[config.mk]
export PLATFORM = sky130hd
export DESIGN_NAME = ftps_ram
export DESIGN_NICKNAME = d
export VERILOG_FILES = /design/src/sv/assert_macros.svh /design/src/sv/ftps_ram.sv
export SDC_FILE = /design/constraint.sdc
export NUM_CORES = 1
export LEC_CHECK = 0
export ABC_AREA = 1
export ABC_CLOCK_PERIOD_IN_PS = 3350
export BUFFER_PORTS_ARGS = -buffer_cell sky130_fd_sc_hd__buf_2
export CORE_ASPECT_RATIO = 1.75
export CORE_MARGIN = 2
export CORE_UTILIZATION = 55
export CTS_CLUSTER_SIZE = 25
export DETAILED_ROUTE_END_ITERATION = 10
export PLACE_DENSITY = 0.73
export SLEW_MARGIN = 20
export SYNTH_ARGS = -nofsm -noshare
export SYNTH_HDL_FRONTEND = slang
export SYNTH_SLANG_ARGS = --single-unit
export TNS_END_PERCENT = 50
[constraint.sdc]
create_clock -name clk -period 3.35 [get_ports clk]
set_input_delay 0.5025 -clock clk [delete_from_list [all_inputs] [get_ports clk]]
set_output_delay 0.5025 -clock clk [all_outputs]
set_load 0.01 [all_outputs]
[src/sv/assert_macros.svh]
// Assertion helpers shared by the RTL.
`ifndef ASSERT_MACROS_SVH
`define ASSERT_MACROS_SVH

// Same-cycle implication.
`define FTPS_ASSERT_IMP(label, clk, rst_n, pre, post) \
    label: assert property (@(posedge clk) disable iff (!rst_n) (pre) |-> (post)) \
        else $error("same-cycle check failed");

// Next-cycle implication.
`define FTPS_ASSERT_NXT(label, clk, rst_n, pre, post) \
    label: assert property (@(posedge clk) disable iff (!rst_n) (pre) |=> (post)) \
        else $error("next-cycle check failed");

`endif

[src/sv/ftps_ram.sv]
`timescale 1ns / 1ps
// ----------------------------------------------------------------------------
// ftps_ram
// Simple dual-port RAM, one write and one registered read port.
// ----------------------------------------------------------------------------
module ftps_ram #(
    parameter int WIDTH = 8,
    parameter int DEPTH = 16
) (
    input  logic                     clk,
    input  logic                     we,
    input  logic [$clog2(DEPTH)-1:0] waddr,
    input  logic [WIDTH-1:0]         wdata,
    input  logic                     re,
    input  logic [$clog2(DEPTH)-1:0] raddr,
    output logic [WIDTH-1:0]         rdata
);

    logic [WIDTH-1:0] mem [DEPTH];

    always_ff @(posedge clk)
    begin
        if (we)
        begin
            mem[waddr] <= wdata;
        end
        if (re)
        begin
            rdata <= mem[raddr];
        end
    end

endmodule

==> metrics.yaml <==
rsz0062_at_grt: "no"
routed_via_density: 5.43
powerDensity_nw_per_um2: 619
cts_post_setup_buffers_inserted: 0
path_delay_family: "buffers and inverters"
ys_seq_elements: 136
grt_first_pass_wirelength_um: 20100
ys_warn_count: 0
busiest_layer: "met2"
vias: 3879
relSlewSlack: 0.414
initial_core_util: 0.568
cts.clk_slew.worst_paths_ns: 0.06
synth_fa_ha_area_frac: 0
route.detailed.drc: 0
layout_common_cells: "nand2_1 (173), edfxtp_1 (136), inv_1 (100)"
mostFrequentLayoutCell: "nand2_1"
antenna_found_initial: 0
path_common_cell: "nand3_1"
ir_worst_vdd_uv: 518
gr-total-overflow: 0
min_path_type: "input pin to flip-flop"
rows: 49
drive_gt1_frac: 0.105
path_cells: "buf_2, inv_2, nand3_1, nand3_1, nand3_1, nand2_1"
synthCells: 551
io_buffers: 26
fmax_ghz: 0.533
setup_tns_ns: 0
synthesis.nets: 570
synthXorXnorAreaFrac: 0
coreArea_sq_um: 10300
antenna_left: 0
rrSetupSlack_ns: 2.11
arrival_ns: 2.05
hold_violations: 0
avgSynthCellArea_sq_um: 10.6
slowest_stage: "buf_2"
cts.path.max_buffers: 2
hp-start: "re"
worst_pin_slew_ns: 0.876
clock_latency_ns: 0.43
boundaryPins: 27
die_area_sq_um: 11500
track_usage: 0.247
maxCapViolCount: 0
drv_slew: 0
cts_buffers: 17
use_met3: 0.0593
regToRegStartpoint: "mem[5][4]"
min_to: "rdata[1]"
die_x_um: 81.9
die_h_um: 140
period_minus_slack_ns: 1.87
cts_tree: "done"
finalSetupViolations: 0
synth-simple-area-share: 0.208
antennaDiodeCount: 0
hold_ws_ns: 0.422
drt_wl_total_um: 12800
syn-cell-area_sq_um: 5850
grt_max_degree: 65
use_met1: 0.298
first_iter_violations: 430
fin_worst_skew_ns: 0.00672
cts_root_buf: "clkbuf_16"
synth_compound_area_frac: 0
synth_top_family_by_area: "simple AND/OR/NAND/NOR gates"
cp_max_fo: 33
grt_use_met2: 0.410
post_cts_resized: 0
worst-setup-path-type: "input pin to flip-flop"
synthMuxAreaShare: 0
critPathBufInv: 2
numClockSinks: 136
p_leak_nw: 2.82
yosysUniqueCellTypes: 11
layout.nets: 594
routedWlPerCell_um: 17.9
status: "completed"
grt_pass1_vias: 3844
seq_area_frac_synth: 0.698
gp_congestion: 0.909
worst-endpoint-required_ns: 3.53
htreeDepth: 4
slowest_delay_ns: 0.49
reg2reg_depth: 6
ctsHoldBuffers: 0
layout_worst_path_cycle_share: 0.560
post-dp-hpwl_um: 8270
drt_first_pass_iters: 5
fillers: 788
endpoint_kind: "flip-flop"
start_kind: "input pin"
rr_endpoint: "rdata[4]"
syn2layout_area_growth_pct: 13.2
holdPathStages: 1
-- state kept, by name (all words and copies together), names as in the netlist --
| name | flops |
|---|---|
| mem | 128 |
| rdata | 8 |
-- power breakdown --
| part | internal [W] | switching (W) |
|---|---|---|
| clock network | 0.00124 | 0.000702 |
| logic | 0.0000590 | 0.000167 |
| registers | 0.00192 | 0.00000916 |
-- synth_stat cells --
library cell	count	share of area
buf_1	1	0.00064
inv_2	2	0.0013
nor2_1	17	0.011
nand2_1	173	0.11
buf_4	4	0.0051
nand3_1	97	0.083
edfxtp_1	136	0.70
buf_2	13	0.011
inv_1	100	0.064
nand3b_1	2	0.0026
buf_6	6	0.012
-- stage by stage --
step                      cells  setup WS, ns  area, sq um   util  power, W
after detailed placement    683          1.13         5990  0.582   0.00218
after floorplan             551          1.90         5850      -   0.00210
after CTS                   715          1.58         6620  0.643   0.00410
final                       715          1.48         6620  0.643   0.00410
after global placement      683          1.16         5990  0.582   0.00218
after global routing        715          1.41         6620  0.643   0.00421
-- area by class of cell --
cell class | instances | area, sq um | area share
timing repair buffer | 29 | 153 | 0.0231
inverter | 102 | 383 | 0.0578
clock buffer | 17 | 425 | 0.0643
clock inverter | 15 | 201 | 0.0304
sequential | 136 | 4080 | 0.617
tap | 127 | 159 | 0.0240
multi-input combinational | 289 | 1210 | 0.183
-- cells by family (layout without fill, tap and decap cells) --
kind of cell	Yosys count	after routing
flops	136	136
buf+inv	126	163
simple gates	289	289
-- routing by layer --
layer	vias up	wire length, um
li1	1826	-
met1	1821	4700
met2	198	6800
met3	34	870
met4	0	419
met5	-	0
-- how the worst max path moves through the flow --
stage | startpoint | endpoint | slack [ns] | cells after the start
floorplan | waddr[2] | mem[10][0] | 1.90 | 2
global placement | raddr[1] | rdata[1] | 1.16 | 6
detailed placement | raddr[1] | rdata[5] | 1.13 | 6
CTS | raddr[1] | rdata[5] | 1.58 | 6
global route | raddr[1] | rdata[1] | 1.41 | 6
finish | raddr[1] | rdata[4] | 1.48 | 6
Power figures use the tool's default switching activity.
