`config.mk`:
```
export PLATFORM = sky130hd
export DESIGN_NAME = ftps_alu
export DESIGN_NICKNAME = d
export VERILOG_FILES = /design/src/sv/assert_macros.svh /design/src/sv/ftps_pkg.sv /design/src/sv/ftps_alu.sv
export SDC_FILE = /design/constraint.sdc
export NUM_CORES = 1
export LEC_CHECK = 0
export BUFFER_PORTS_ARGS = -buffer_cell sky130_fd_sc_hd__buf_2
export CELL_PAD_IN_SITES_DETAIL_PLACEMENT = 1
export CELL_PAD_IN_SITES_GLOBAL_PLACEMENT = 2
export CORE_MARGIN = 2
export CORE_UTILIZATION = 29
export DETAILED_ROUTE_END_ITERATION = 12
export PLACE_DENSITY_LB_ADDON = 0.1
export REMOVE_ABC_BUFFERS = 1
export SLEW_MARGIN = 30
export SYNTH_ARGS = -nofsm -noshare
export SYNTH_HDL_FRONTEND = slang
export SYNTH_SLANG_ARGS = --single-unit
export TNS_END_PERCENT = 10
```
`constraint.sdc`:
```
create_clock -name vclk -period 10.6
set_input_delay 1.06 -clock vclk [all_inputs]
set_output_delay 1.06 -clock vclk [all_outputs]
set_load 0.01 [all_outputs]
```
`src/sv/assert_macros.svh`:
```
// Assertion helpers shared by the RTL.
`ifndef ASSERT_MACROS_SVH
`define ASSERT_MACROS_SVH

// Same-cycle implication.
`define FTPS_ASSERT_IMP(label, clk, rst_n, pre, post) \
    label: assert property (@(posedge clk) disable iff (!rst_n) (pre) |-> (post)) \
        else $error("same-cycle check failed");

// Next-cycle implication.
`define FTPS_ASSERT_NXT(label, clk, rst_n, pre, post) \
    label: assert property (@(posedge clk) disable iff (!rst_n) (pre) |=> (post)) \
        else $error("next-cycle check failed");

`endif

```
`src/sv/ftps_pkg.sv`:
```
`timescale 1ns / 1ps
// ----------------------------------------------------------------------------
// ftps_pkg
// Types, codes and constants of the flow tracker / packet sizer.
// ----------------------------------------------------------------------------
package ftps_pkg;

    localparam int FLOW_ENTRIES_DEF = 1024;
    localparam int PROBE_LIMIT_DEF  = 8;

    localparam logic [19:0] USEC_PER_SEC = 20'd1000000;
    // floor(x / 1e6) == (x * RECIP_MAGIC) >> RECIP_SHIFT for 32-bit x
    localparam logic [31:0] RECIP_MAGIC = 32'h431BDE83;
    localparam int          RECIP_SHIFT = 50;

    localparam logic [7:0] PROTO_ICMP = 8'd1;
    localparam logic [7:0] PROTO_TCP  = 8'd6;
    localparam logic [7:0] PROTO_UDP  = 8'd17;

    localparam logic [1:0] KIND_FLOW = 2'd0;
    localparam logic [1:0] KIND_PKT  = 2'd1;
    localparam logic [1:0] KIND_FULL = 2'd2;

    localparam logic [1:0] MODE_TOTAL = 2'd0;
    localparam logic [1:0] MODE_IP    = 2'd1;
    localparam logic [1:0] MODE_L4    = 2'd2;
    localparam logic [1:0] MODE_APP   = 2'd3;

    localparam int CFG_IDX_W = 3;
    localparam int CFG_DATA_W = 48;
    localparam logic [CFG_IDX_W-1:0] CFG_SIZE_MODE    = 3'd0;
    localparam logic [CFG_IDX_W-1:0] CFG_MIN_SIZE     = 3'd1;
    localparam logic [CFG_IDX_W-1:0] CFG_TIMEOUT_EN   = 3'd2;
    localparam logic [CFG_IDX_W-1:0] CFG_MAX_INTERVAL = 3'd3;
    localparam logic [CFG_IDX_W-1:0] CFG_TCP_SKIP     = 3'd4;

    typedef struct packed {
        logic [31:0] ts_sec;
        logic [31:0] ts_usec;
        logic [7:0]  proto;
        logic [31:0] src_ip;
        logic [31:0] dst_ip;
        logic [15:0] l4_word0;
        logic [15:0] l4_word1;
        logic [31:0] l4_word4;
        logic [15:0] ip_total_len;
        logic [3:0]  ip_header_words;
        logic [3:0]  tcp_data_offset;
        logic        tcp_ctrl;
    } ftps_in_t;

    typedef struct packed {
        logic [1:0]  kind;
        logic [31:0] flow_number;
        logic [7:0]  rec_proto;
        logic [31:0] rec_src_ip;
        logic [31:0] rec_dst_ip;
        logic [15:0] rec_src_port;
        logic [15:0] rec_dst_port;
        logic [31:0] out_sec;
        logic [19:0] out_usec;
        logic [15:0] out_size;
        logic        last;
    } ftps_out_t;

    typedef struct packed {
        logic        valid;
        logic [63:0] addrs;
        logic [39:0] proto_ports;
        logic [31:0] flow_number;
        logic [63:0] seen_time;
        logic        time_valid;
        logic [31:0] last_seq;
    } ftps_entry_t;

    typedef enum logic {
        ALU_ADD,
        ALU_SUB
    } ftps_alu_op_t;

    typedef struct packed {
        ftps_alu_op_t op;
        logic [63:0]  a;
        logic [63:0]  b;
    } ftps_alu_req_t;

    typedef struct packed {
        logic [63:0] res;
        logic        cout;
    } ftps_alu_rsp_t;

    typedef enum logic [4:0] {
        S_CLEAR,
        S_IDLE,
        S_HASH_A,
        S_HASH_B,
        S_MUL,
        S_QM,
        S_USEC,
        S_SEC,
        S_PRB_RD,
        S_PRB_CHK,
        S_GAP,
        S_GAP2,
        S_SIZE,
        S_TCP_END,
        S_TCP_DEC,
        S_TCP_LIM,
        S_TCP_D1,
        S_TCP_C1,
        S_TCP_MAG,
        S_TCP_D2,
        S_TCP_C2,
        S_DECIDE,
        S_WRITE,
        S_EMIT_F,
        S_EMIT_P,
        S_EMIT_FULL
    } ftps_state_t;

endpackage

```
`src/sv/ftps_alu.sv`:
```
`timescale 1ns / 1ps
// ----------------------------------------------------------------------------
// ftps_alu
// Shared 64-bit add/subtract unit; cout high on subtract means a >= b.
// ----------------------------------------------------------------------------
module ftps_alu import ftps_pkg::*; (
    input  ftps_alu_req_t req,
    output ftps_alu_rsp_t rsp
);

    logic [64:0] sum;
    logic        sub;

    always_comb
    begin
        sub = (req.op == ALU_SUB);
        sum = {1'b0, req.a} + {1'b0, (sub ? ~req.b : req.b)} + {64'd0, sub};
        rsp.res  = sum[63:0];
        rsp.cout = sum[64];
    end

endmodule

```
==> results of run 1 <==
-- kinds of logic (layout without fill, tap and decap cells) --
logic type,after synthesis,in the layout,synth area share
xor gates and xnor gates,123,123,0.237
and+or+nand+nor,169,169,0.182
buffers and inverters,44,215,0.0484
AOI/OAI and AO/OA,228,228,0.335
adders and majority gates,70,70,0.194
muxes,2,2,0.00440
-- synthesized netlist by cell type (all sizes together), types with 12 or more instances --
master,n
o21bai,12
xor2,86
xnor2,37
inv,20
nor2,38
nand4,15
a21oi,82
a21o,35
buf,12
o21ai,38
nand2,61
ha,69
-- power breakdown --
part | switching, W | total, W | internal (W)
Clock | 0 | 0 | 0
Combinational | 0.000335 | 0.000571 | 0.000236
Sequential | 0 | 0 | 0
Total | 0.000335 | 0.000571 | 0.000236
-- per-layer routing --
layer  global-route usage  vias up  share of wire  wire (um)
met5                    0        -              0          0
met4               0.0128        0         0.0066        108
met3              0.00661        6          0.038        616
met2                0.319      131           0.45       7400
met1                0.275     2421           0.50       8170
li1                     -     2676              -          -
-- per-stage QoR --
| step | setup WS (ps) | hold WS, ps | instance area, um2 | total power (W) | utilization |
|---|---|---|---|---|---|
| 6_report | 4390 | 2400 | 5660 | 0.000571 | 0.371 |
| 5_1_grt | 3970 | 2430 | 5660 | 0.000635 | 0.371 |
| 4_1_cts | 4320 | 2410 | 5660 | 0.000576 | 0.371 |
| 3_5_place_dp | 4350 | 2410 | 5660 | 0.000572 | 0.371 |
| 3_3_place_gp | 4490 | 2410 | 5650 | 0.000568 | 0.371 |
| 2_1_floorplan | 6000 | 2200 | 4410 | 0.000372 | - |
-- worst paths after layout --
path	slack [ps]	endpoint	start	cells past startpoint
worst min-delay path	2400	rsp[1]	req[64]	3
worst max-delay path	4390	rsp[61]	req[128]	15
-- worst min-delay path, stage by stage --
cell    delay (ps)
buf_2           90
xor2_1          60
buf_2          130
-- cell type report --
cell class                      count  area, um2
Fill cell                        1993       9600
Inverter                           20       75.1
Timing Repair Buffer              195        981
Tap cell                          211        264
Multi-Input combinational cell    592       4340
==> metrics.txt, run 1 <==
Row Count=45; Slew @ Worst Pin=983 ps; chip height=~130 um; Period minus WS final=a little over 6000 ps; VDD IR-drop max=0.0454 mV; RSZ-0062 raised after global routing=false; vias per cell=between 5 and 6; Nets=a little over 1000; io pins=just under 200; top-area cell type share of the netlist area=0.190; top cells by area, synth=ha_1 19%, xor2_1 17%, a21oi_1 9.0%; sequential area share after synthesis=0; die area=16700 um2; Max Cap Viol=0; final WL=~16 mm; Tcrit/Tclk final=0.586; gr ovfl total=0; area grow syn2layout=24.2%; Iter 0 DRT Violations=159; first-pass GRT wire length=~26 mm; Post-CTS Hold Buffers=0; crit-path cells=buf_4 > buf_4 > xor2_1 > inv_1 > fa_1 > nor2b_1 > o21bai_2 > a2111oi_4 > o2111ai_1 > nand3_1 > a311oi_2 > a211oi_4 > a311oi_2 > xnor2_1 > buf_2; die span in x=129 um; commonest non-fill, non-tap cell in the layout=buf_2; All-Layer GR Usage=0.187; max-slew violation count=0; total negative slack=0 ps; Startpoint Class=input pin; status=complete, no violations; starting density of the core=0.298; Largest stage delay, worst path=about 570 ps; DRC viols=0; Final Setup Violations=0; hpwl dp=about 14 mm; # Post-CTS Setup Buffers=0; Final Instance Count excl. Fillers=approximately 1000; Hold WC Path Type=input pin to primary output; Power Density=around 100 nW/um2; layout cells sized above 1=0.274; clock buffer count in the final layout=0; Final Hold Fails=0; FMAX=approximately 160 MHz; critical path's slowest cell=buf_4; routed len/inst=about 16 um; vias in the first global route=5237; Yosys cell types=71; Ant. Diodes=0; commonest non-fill, non-tap cells in the layout=193 x buf_2, 86 x xor2_1, 82 x a21oi_1; CP Capture Type=primary output; CP arrival=5150 ps; Crit path buffers/inverters=4; initial antenna violation count=0; Slew HR=0.343; Sequential Area=0 um2; crit path kind=input pin to primary output; Core Area=~15000 um2; gp weighted congestion=just over 0.8; yosys warns=0; DRT antenna net count=0; synthesized area=approximately 4600 um2; drt pass-1 iters=4; Avg Inst Size Synth=between 7 and 8 um2; critical path fanouts, max=35; area leader, netlist=ha_1; port bufs=slightly below 200; Inst Count DP=approximately 1000; Syn Inst Count=approximately 640; largest net degree at the start of global routing=36; Static Leak=around 2.8 nW; Vias=~5200; Req. time, crit path=~9500 ps; post_cts resized=0; Seq cells=0; Worst path top cell family by delay=compound AO/OA/AOI/OAI gates
Note: power is estimated with default switching activity, not from simulation.
==> run 2: changes to the inputs <==
ABC_AREA = 1   (was default)
CORE_UTILIZATION = 25   (was 29)
clock period = 6.44 ns   (was 10.6 ns; I/O delays follow)
==> metrics.txt, run 2 <==
gp weighted congestion=0.863 (+4.4%); crit path kind=input pin to primary output; Period minus WS final=approximately 4100 ps; area grow syn2layout=22.2%; Avg Inst Size Synth=5.09 um2 (-29%); most numerous cell in the Yosys netlist=nand2_1; Total Power=0.00108 W (+90%); fillers=3391 (+70%); Iter 0 DRT Violations=261 (+64%); WHS Path Cells=3 (unchanged); hold path startpoint=req[64]; Seq cells=0 (unchanged); largest family of logic cells by synthesized area=simple AND/OR/NAND/NOR gates; Static Leak=4.46 nW (+60%); vias in the first global route=7614 (+45%); Tcrit/Tclk final=0.644; mux share of post-synthesis cell area=0 (-0.00440); post_cts resized=0 (unchanged); Slew @ Worst Pin=742 ps (-240 ps); Core Area=23600 um2 (+55%); critical path fanouts, max=45 (+29%); most instantiated cells after synthesis=446 x nand2_1, 221 x inv_1, 101 x nor2_1; Slew HR=0.505 (+0.162); CP arrival=3510 ps (-1640 ps); Power Density=147 nW/um2 (+45%); Ant. Diodes=0 (unchanged); vias per cell=4.45 (-13%); Hold Path Sink=rsp[1]; final WL=27.3 mm (+67%); clock buffer count in the final layout=0 (unchanged); met1 GRT Util=0.302 (+0.0274); largest net degree at the start of global routing=46 (+28%); top cells by area, synth=nand2_1 28%, ha_1 14%, inv_1 14%; layer with the highest usage=met2; Post-CTS Hold Buffers=0 (unchanged); DRT antenna net count=0 (unchanged); CP Capture Type=primary output; chip height=159 um (+23%); post-synthesis compound-gate area fraction=0.125 (-0.209); Syn Inst Count=1188 (+87%); gr ovfl total=0 (unchanged); synthesized area=6040 um2 (+33%); Vias=7543 (+44%); RSZ-0062 raised after global routing=false; layout cells sized above 1=0.174 (-0.100); Row Count=56 (+24%); Synth Area in Adders=0.146 (-0.0478); Post-Synth Simple-Gate Area=0.445 (+0.263); Yosys cell types=31 (-56%); die area=25400 um2 (+52%); Final Setup Violations=0 (unchanged); status=complete, no violations; Max Cap Viol=0 (unchanged); commonest non-fill, non-tap cells in the layout=446 x nand2_1, 221 x inv_1, 193 x buf_2; GR Util met3=0.0143 (+0.00772); FMAX=241 MHz; Req. time, crit path=5800 ps (-3740 ps); port bufs=194 (unchanged); commonest non-fill, non-tap cell in the layout=nand2_1; die span in x=159 um (+23%); Multi-input gate area=5160 um2 (+19%); top-area cell type share of the netlist area=0.277 (+0.0875); sequential area share after synthesis=0 (unchanged); hpwl dp=25.4 mm (+78%); Sequential Area=0 um2 (unchanged); Startpoint Class=input pin; total negative slack=0 ps (unchanged); initial antenna violation count=0 (unchanged); max-slew violation count=0 (unchanged); first-pass GRT wire length=41.8 mm (+59%); io pins=194 (unchanged); Final Hold Fails=0 (unchanged); yosys warns=0 (unchanged); Hold WC Path Type=input pin to primary output; routed len/inst=16.1 um (+0.50%); area leader, netlist=nand2_1; VDD IR-drop max=0.0718 mV (+58%); All-Layer GR Usage=0.206 (+0.0184); Nets=1577 (+56%); # Post-CTS Setup Buffers=0 (unchanged); DRC viols=0 (unchanged); drt pass-1 iters=4 (unchanged); GRT met2 Usage=0.343 (+0.0248); starting density of the core=0.256 (-0.0426); XOR/XNOR Fraction of Synth Area=0.138 (-0.0988)
==> run 2: cell types whose count changed after synthesis, moves of 7 or more <==
cell,previous run,this run
xnor2_1,37,2
inv_1,20,221
nand3_1,10,46
nand2_1,61,446
clkbuf_1,8,0
nand4_1,14,3
a21o_1,32,1
nor2_2,1,14
nor2_1,37,101
a31oi_1,7,0
nand2_2,0,16
xor2_1,86,93
==> run 2: logic make-up (layout without fill, tap and decap cells) <==
kind of cell | after synthesis | after routing
buffers and inverters | 231 | 419
xor gates and xnor gates | 95 | 95
adders and majority gates | 70 | 70
and+or+nand+nor | 652 | 652
AOI/OAI and AO/OA | 140 | 140
==> run 2: worst max path at each step <==
stage                         from      end  slack [ps]  cells past startpoint
after floorplan             req[0]  rsp[51]        3590                     17
after global placement    req[128]  rsp[63]        2220                     15
after detailed placement  req[128]  rsp[51]        2210                     15
after CTS                 req[128]  rsp[51]        2200                     15
after global routing      req[128]  rsp[63]        1940                     15
final                     req[128]  rsp[63]        2290                     15
==> run 2: worst max-delay path: stages <==
cell	delay, ps
buf_4	530
buf_4	450
xor2_1	180
ha_1	320
a21oi_1	340
o21ai_0	250
nand2_1	110
nand2_1	80
nand2_1	70
nand2_1	50
a21oi_1	180
nand2_1	80
nand2_1	60
nand2_1	40
buf_2	130
==> run 2: metrics by stage <==
stage / setup slack [ps] / util / cell area (um2) / instances / hold WS, ps
after floorplan: 3590 / - / 6000 / 1181 / 1360
after global placement: 2220 / 0.313 / 7380 / 1695 / 1570
after detailed placement: 2210 / 0.313 / 7380 / 1695 / 1570
after CTS: 2200 / 0.313 / 7380 / 1695 / 1570
after global routing: 1940 / 0.313 / 7380 / 1695 / 1580
final: 2290 / 0.313 / 7380 / 1695 / 1570
==> run 2: power by group <==
part           internal, W  total, W  switching [W]
clock network            0         0              0
logic             0.000373   0.00108       0.000711
registers                0         0              0
==> run 2: layer usage <==
layer  vias to the layer above  part of all wire
met2                       144              0.44
met1                      3372              0.52
li1                       4017                 -
met5                         -                 0
met4                         0            0.0059
met3                        10             0.032
==> run 2: final cells by class <==
type	instances	area share
timing repair buffer	195	0.133
multi-input combinational	957	0.699
inverter	224	0.114
tap	319	0.0541
